[src/rtl/gcr_6and2_track_serialiser_defines.svh]
// Assertion macros shared by the track serialiser RTL
`ifndef GCR_6AND2_TRACK_SERIALISER_DEFINES_SVH
`define GCR_6AND2_TRACK_SERIALISER_DEFINES_SVH

// same-cycle implication
`define GCR_ASSERT_IMP(lbl, clk, rstn, ante, cons) \
    lbl: assert property (@(posedge clk) disable iff (!rstn) (ante) |-> (cons)) \
        else $error("gcr serialiser: implication check failed");

// next-cycle implication
`define GCR_ASSERT_NXT(lbl, clk, rstn, ante, cons) \
    lbl: assert property (@(posedge clk) disable iff (!rstn) (ante) |=> (cons)) \
        else $error("gcr serialiser: next-cycle check failed");

`endif

[src/rtl/gcr62_pkg.sv]
// Types, constants and encode tables for the 6-and-2 track serialiser
package gcr62_pkg;

    localparam logic [15:0] TRACK_BITS  = 16'd50304;
    localparam logic [15:0] LEAD_BITS   = 16'd160;
    localparam logic [11:0] SECTOR_BITS = 12'd3134;

    localparam logic [1:0] RD_A = 2'd0;
    localparam logic [1:0] RD_B = 2'd1;
    localparam logic [1:0] RD_C = 2'd2;

    localparam logic CFG_TRACK = 1'b0;
    localparam logic CFG_ALT   = 1'b1;

    typedef enum logic [2:0] {
        S_IDLE, S_FILL, S_RD0, S_RD1, S_RD2, S_RD3, S_STAGE, S_EMIT
    } t_state;

    typedef struct packed {
        logic       load;
        logic       stage;
        logic       emit;
        logic       cap_a;
        logic       cap_b;
        logic       cap_c;
        logic [1:0] rd_sel;
    } t_cmd;

    typedef struct packed {
        logic need_more;
        logic need_read;
        logic nib_hi;
        logic out_free;
    } t_status;

    localparam logic [7:0] GCR_MAP [64] = '{
        8'h96, 8'h97, 8'h9a, 8'h9b, 8'h9d, 8'h9e, 8'h9f, 8'ha6,
        8'ha7, 8'hab, 8'hac, 8'had, 8'hae, 8'haf, 8'hb2, 8'hb3,
        8'hb4, 8'hb5, 8'hb6, 8'hb7, 8'hb9, 8'hba, 8'hbb, 8'hbc,
        8'hbd, 8'hbe, 8'hbf, 8'hcb, 8'hcd, 8'hce, 8'hcf, 8'hd3,
        8'hd6, 8'hd7, 8'hd9, 8'hda, 8'hdb, 8'hdc, 8'hdd, 8'hde,
        8'hdf, 8'he5, 8'he6, 8'he7, 8'he9, 8'hea, 8'heb, 8'hec,
        8'hed, 8'hee, 8'hef, 8'hf2, 8'hf3, 8'hf4, 8'hf5, 8'hf6,
        8'hf7, 8'hf9, 8'hfa, 8'hfb, 8'hfc, 8'hfd, 8'hfe, 8'hff
    };

    localparam logic [7:0] HDR_PRO [3] = '{8'hd5, 8'haa, 8'h96};
    localparam logic [7:0] DAT_PRO [3] = '{8'hd5, 8'haa, 8'had};
    localparam logic [7:0] EPI     [3] = '{8'hde, 8'haa, 8'heb};

    localparam logic [7:0] VOLUME = 8'd254;

    function automatic logic [1:0] f_swap2(input logic [1:0] x);
        return {x[0], x[1]};
    endfunction

    function automatic logic [3:0] f_logical(input logic [3:0] sec, input logic alt);
        logic [6:0] v;
        v = alt ? {sec, 3'b000} : ({sec, 3'b000} - {3'b000, sec});
        for (int i = 0; i < 7; i++) begin
            if (v >= 7'd15) begin
                v = v - 7'd15;
            end
        end
        return (sec == 4'd15) ? 4'd15 : v[3:0];
    endfunction

endpackage

[src/rtl/gcr62_ctrl.sv]
// Sequencing state machine for the track serialiser
`include "gcr_6and2_track_serialiser_defines.svh"
module gcr62_ctrl import gcr62_pkg::*; (
    input  logic    i_clk,
    input  logic    i_rst_n,
    input  logic    i_in_valid,
    input  logic    i_op,
    input  t_status i_status,
    output t_cmd    o_cmd,
    output logic    o_in_ready
);
    t_state r_state, n_state;

    always_ff @(posedge i_clk) begin
        if (!i_rst_n) begin
            r_state <= S_IDLE;
        end else begin
            r_state <= n_state;
        end
    end

    always_comb begin
        n_state = r_state;
        unique case (r_state)
            S_IDLE: begin
                if (i_in_valid && i_op) n_state = S_FILL;
            end
            S_FILL: begin
                if (!i_status.need_more) n_state = S_EMIT;
                else if (i_status.need_read) n_state = S_RD0;
            end
            S_RD0: n_state = S_RD1;
            S_RD1: n_state = i_status.nib_hi ? S_STAGE : S_RD2;
            S_RD2: n_state = S_RD3;
            S_RD3: n_state = S_STAGE;
            S_STAGE: n_state = S_FILL;
            S_EMIT: begin
                if (i_status.out_free) n_state = S_IDLE;
            end
            default: n_state = S_IDLE;
        endcase
    end

    always_comb begin
        o_cmd = '0;
        o_cmd.rd_sel = RD_A;
        o_in_ready = 1'b0;
        unique case (r_state)
            S_IDLE: begin
                o_in_ready = 1'b1;
                o_cmd.load = i_in_valid && !i_op;
            end
            S_FILL: o_cmd.stage = i_status.need_more && !i_status.need_read;
            S_RD0: o_cmd.rd_sel = RD_A;
            S_RD1: begin
                o_cmd.cap_a = 1'b1;
                o_cmd.rd_sel = RD_B;
            end
            S_RD2: begin
                o_cmd.cap_b = 1'b1;
                o_cmd.rd_sel = RD_C;
            end
            S_RD3: o_cmd.cap_c = 1'b1;
            S_STAGE: o_cmd.stage = 1'b1;
            S_EMIT: o_cmd.emit = i_status.out_free;
            default: o_cmd = '0;
        endcase
    end

    `GCR_ASSERT_IMP(a_stage_needed, i_clk, i_rst_n, o_cmd.stage, i_status.need_more)
    `GCR_ASSERT_IMP(a_emit_free, i_clk, i_rst_n, o_cmd.emit, i_status.out_free)
    `GCR_ASSERT_NXT(a_pull_fills, i_clk, i_rst_n, o_in_ready && i_in_valid && i_op, r_state == S_FILL)
endmodule

[config.mk]
export PLATFORM = sky130hd
export DESIGN_NAME = gcr62_ctrl
export DESIGN_NICKNAME = d
export VERILOG_FILES = /design/src/rtl/gcr62_pkg.sv /design/src/rtl/gcr62_ctrl.sv
export VERILOG_INCLUDE_DIRS = /design/src /design/src/rtl
export SDC_FILE = /design/constraint.sdc
export NUM_CORES = 1
export LEC_CHECK = 0
export BUFFER_PORTS_ARGS = -buffer_cell sky130_fd_sc_hd__buf_4
export CAP_MARGIN = 20
export CORE_AREA = 5 5 42 44
export CTS_BUF_LIST = sky130_fd_sc_hd__clkbuf_4 sky130_fd_sc_hd__clkbuf_8
export DETAILED_ROUTE_END_ITERATION = 7
export DIE_AREA = 0 0 47 49
export GPL_TIMING_DRIVEN = 0
export PLACE_DENSITY_LB_ADDON = 0.3
export SYNTH_ARGS = -nofsm -noshare
export SYNTH_HDL_FRONTEND = slang
export SYNTH_SLANG_ARGS = --single-unit
[constraint.sdc]
create_clock -name i_clk -period 1.5 [get_ports i_clk]
set_input_delay 0.075 -clock i_clk [delete_from_list [all_inputs] [get_ports i_clk]]
set_output_delay 0.075 -clock i_clk [all_outputs]
set_load 0.02 [all_outputs]
==> results.txt <==
outcome - finished clean
reg-to-reg startpoint - r_state[2]
Post-layout nets - 63
count of boundary I/O pins - 17
clock network fraction of design power - 0.344
DRT antenna net count - 0
Max-cap violations - 0
number of setup violations in the final report - 0
Synth top area share - 0.235
kind of end point of the critical path - primary output
initial core utilization - 0.182
register with the highest flop count - r_state
ys async rst share - 0
buffer depth of the longest clock path - 2
cell accounting for the most synthesized area - dfxtp_1
H-Tree Level Count - 1
antenna diode count - 0
total count of max-transition violations in the final report - 0
RSZ-0062 raised after global routing - no
total clock sinks - 3
number of enable-type register cells in the synthesized netlist - 0
sequential cell fraction of total power - 0.220
nets in the synthesized netlist - 42
count of state elements after synthesis - 3
die height - 49 um
largest registers - r_state: 3 flops
startpoint kind of the worst setup timing path - register
final routed wirelength across all metal layers - 687 um
first-pass GRT wire length - 1.01 mm
Leak - 0.000216 uW
TritonCTS clock tree - yes
clock skew after layout - 1.36 ps
Die Outline Area - 2300 um2
most used flip-flop cell after synthesis - dfxtp_1
part of the power in combinational logic - 0.436
core region area - 1400 um2
quantity of I/O buffers inserted on ports - 16
power density over the cells - 1070 nW/um2
HP Class - in -> reg
finished layout cell area - 427 um2
HPWL after DPL - 564 um
via count of the first global-routing pass - 238
number of antenna violations at the first check in global routing - 0
average instance area after synthesis - 7.51 um2
gate count after technology mapping - 34
power after layout - 455 uW
Top Metal Used - met3
Metal-1 WL - 324 um
switching component of the power - 152 uW
Min-Delay Startpoint - i_status[3]
layout cell share with drive strength beyond 1 - 0.444
maximum number of pins on one net before global-route repair - 11
post-CTS clock slew at the launch and capture registers of the worst setup and hold paths - 30 ps
maximum vdd ir drop - 0.397 mV
fmax - 702 MHz
transition time of the tightest slew-check pin - 365 ps
GPL Wtd Cong - 0.642
sequential share of the synthesized area - 0.235
Worst Path Max Fanout - 10
total via count in the routed design - 294
GR Overflow Total - 0
number of distinct library cells after synthesis - 20
Max-slew headroom - 0.757
total standard cell area after synthesis - 255 um2
Die X-Extent - 47 um
clock tree root buffer cell - clkbuf_4
total DRC errors in the routed layout - 0
switching portion of total power - 0.333
vias per cell - 4.20
minimum period implied by the final worst setup slack - 1420 ps
routed length on met2 - 234 um
row count - 14
ranking of synthesized cells by area - dfxtp_1 24%, nor2b_1 9.8%, nand2_1 7.4%, a211oi_1 5.9%, o22ai_1 4.9%
cell internal power dissipation - 304 uW
Crit path arrival time - 1350 ps
length of routed met3 wiring - 128 um
violation count after the first detailed-route iteration - 2
insertion delay of the later-clocked pin in the worst-skew pair - 230 ps
critical path data required time - 1420 ps
Final Hold Viols - 0
post-detailed-route wirelength per cell - 9.81 um
critical path class - reg -> out
count of yosys warnings during synthesis - 0
smallest setup slack after layout - 75.2 ps
Inserted Clock Buffers - 3
period utilisation layout - 0.950
global-route total usage across every layer - 0.0619
setup TNS - 0 ps
area growth from synthesis to layout - 67.2%
critical path launch point - r_state[2]
Placement Setup Slack - 197 ps
First-pass DRT Iterations - 4
dpl cell area - 395 um2
flip-flop count of the largest register, all copies and words added - 3
==> synth_stat cells (all sizes together), types with 2 or more instances <==
cell    n
buf     2
nor2    2
nand2   5
and3b   2
clkbuf  2
o22ai   2
a211oi  2
dfxtp   3
o21ai   2
nor2b   4
==> cell families after synthesis <==
kind of cell,Yosys count,synth area share
buffers and inverters,4,0.103
AOI/OAI and AO/OA,8,0.221
DFF,3,0.235
and+or+nand+nor,19,0.441
==> worst paths after layout <==
path	end	cells after the start	slack, ps
worst max-delay path	o_cmd[6]	4	80
worst min-delay path	r_state[2]	2	50
worst max register to register	r_state[1]	4	190
worst min register to register	r_state[2]	3	650
==> metal layers <==
metal  vias up  track usage
li1        159            -
met1       116       0.0832
met2        19       0.0679
met3         0       0.0627
met4         0       0.0138
met5         -            0
==> stage by stage <==
step / instances / hold WS [ps] / utilization
3_5_place_dp: 66 / 296 / 0.282
4_1_cts: 70 / 49.1 / 0.304
3_3_place_gp: 66 / 290 / 0.282
6_report: 70 / 54.2 / 0.304
5_1_grt: 70 / 59.2 / 0.304
2_1_floorplan: 34 / 169 / -
==> power groups by stage <==
stage | logic [uW] | clock network, uW | registers, uW
6_report | 199 | 157 | 100
5_1_grt | 217 | 177 | 101
4_1_cts | 198 | 166 | 100
3_5_place_dp | 198 | 0 | 101
3_3_place_gp | 198 | 0 | 101
2_1_floorplan | 127 | 0 | 99.8
==> cell type report <==
class / instances / area (um2)
Buffer: 4 / 27.5
Tap cell: 16 / 20.0
Fill cell: 176 / 975
Sequential cell: 3 / 60.1
Multi-Input combinational cell: 27 / 169
Clock buffer: 4 / 30.0
Timing Repair Buffer: 16 / 120
==> layout by cell type (no fill, tap or decap) <==
master / n
buf_6: 1
and2_1: 1
nor2b_1: 4
clkbuf_1: 1
clkbuf_2: 1
nand2_1: 5
buf_4: 17
o21ai_0: 2
a31o_1: 1
and3_1: 1
and3b_1: 1
a211oi_1: 2
and3b_2: 1
nand2b_1: 1
nor3_1: 1
or3b_1: 1
dfxtp_1: 3
clkbuf_4: 4
o211a_1: 1
o22ai_1: 2
nor2_1: 2
and4b_1: 1
==> worst max-delay path, stage by stage (launching register included) <==
cell and delay (ps):
dfxtp_1 290, buf_6 130, or3b_1 400, o22ai_1 140
buf_4 160
==> timing repair <==
action | CTS | global route
endpoints found under the hold margin | 0 | 0
gates resized for setup | 0 | 2
buffers inserted | 0 | 0
setup endpoints to repair | 0 | 2
hold buffers | 0 | 0
Power figures use the tool's default switching activity.
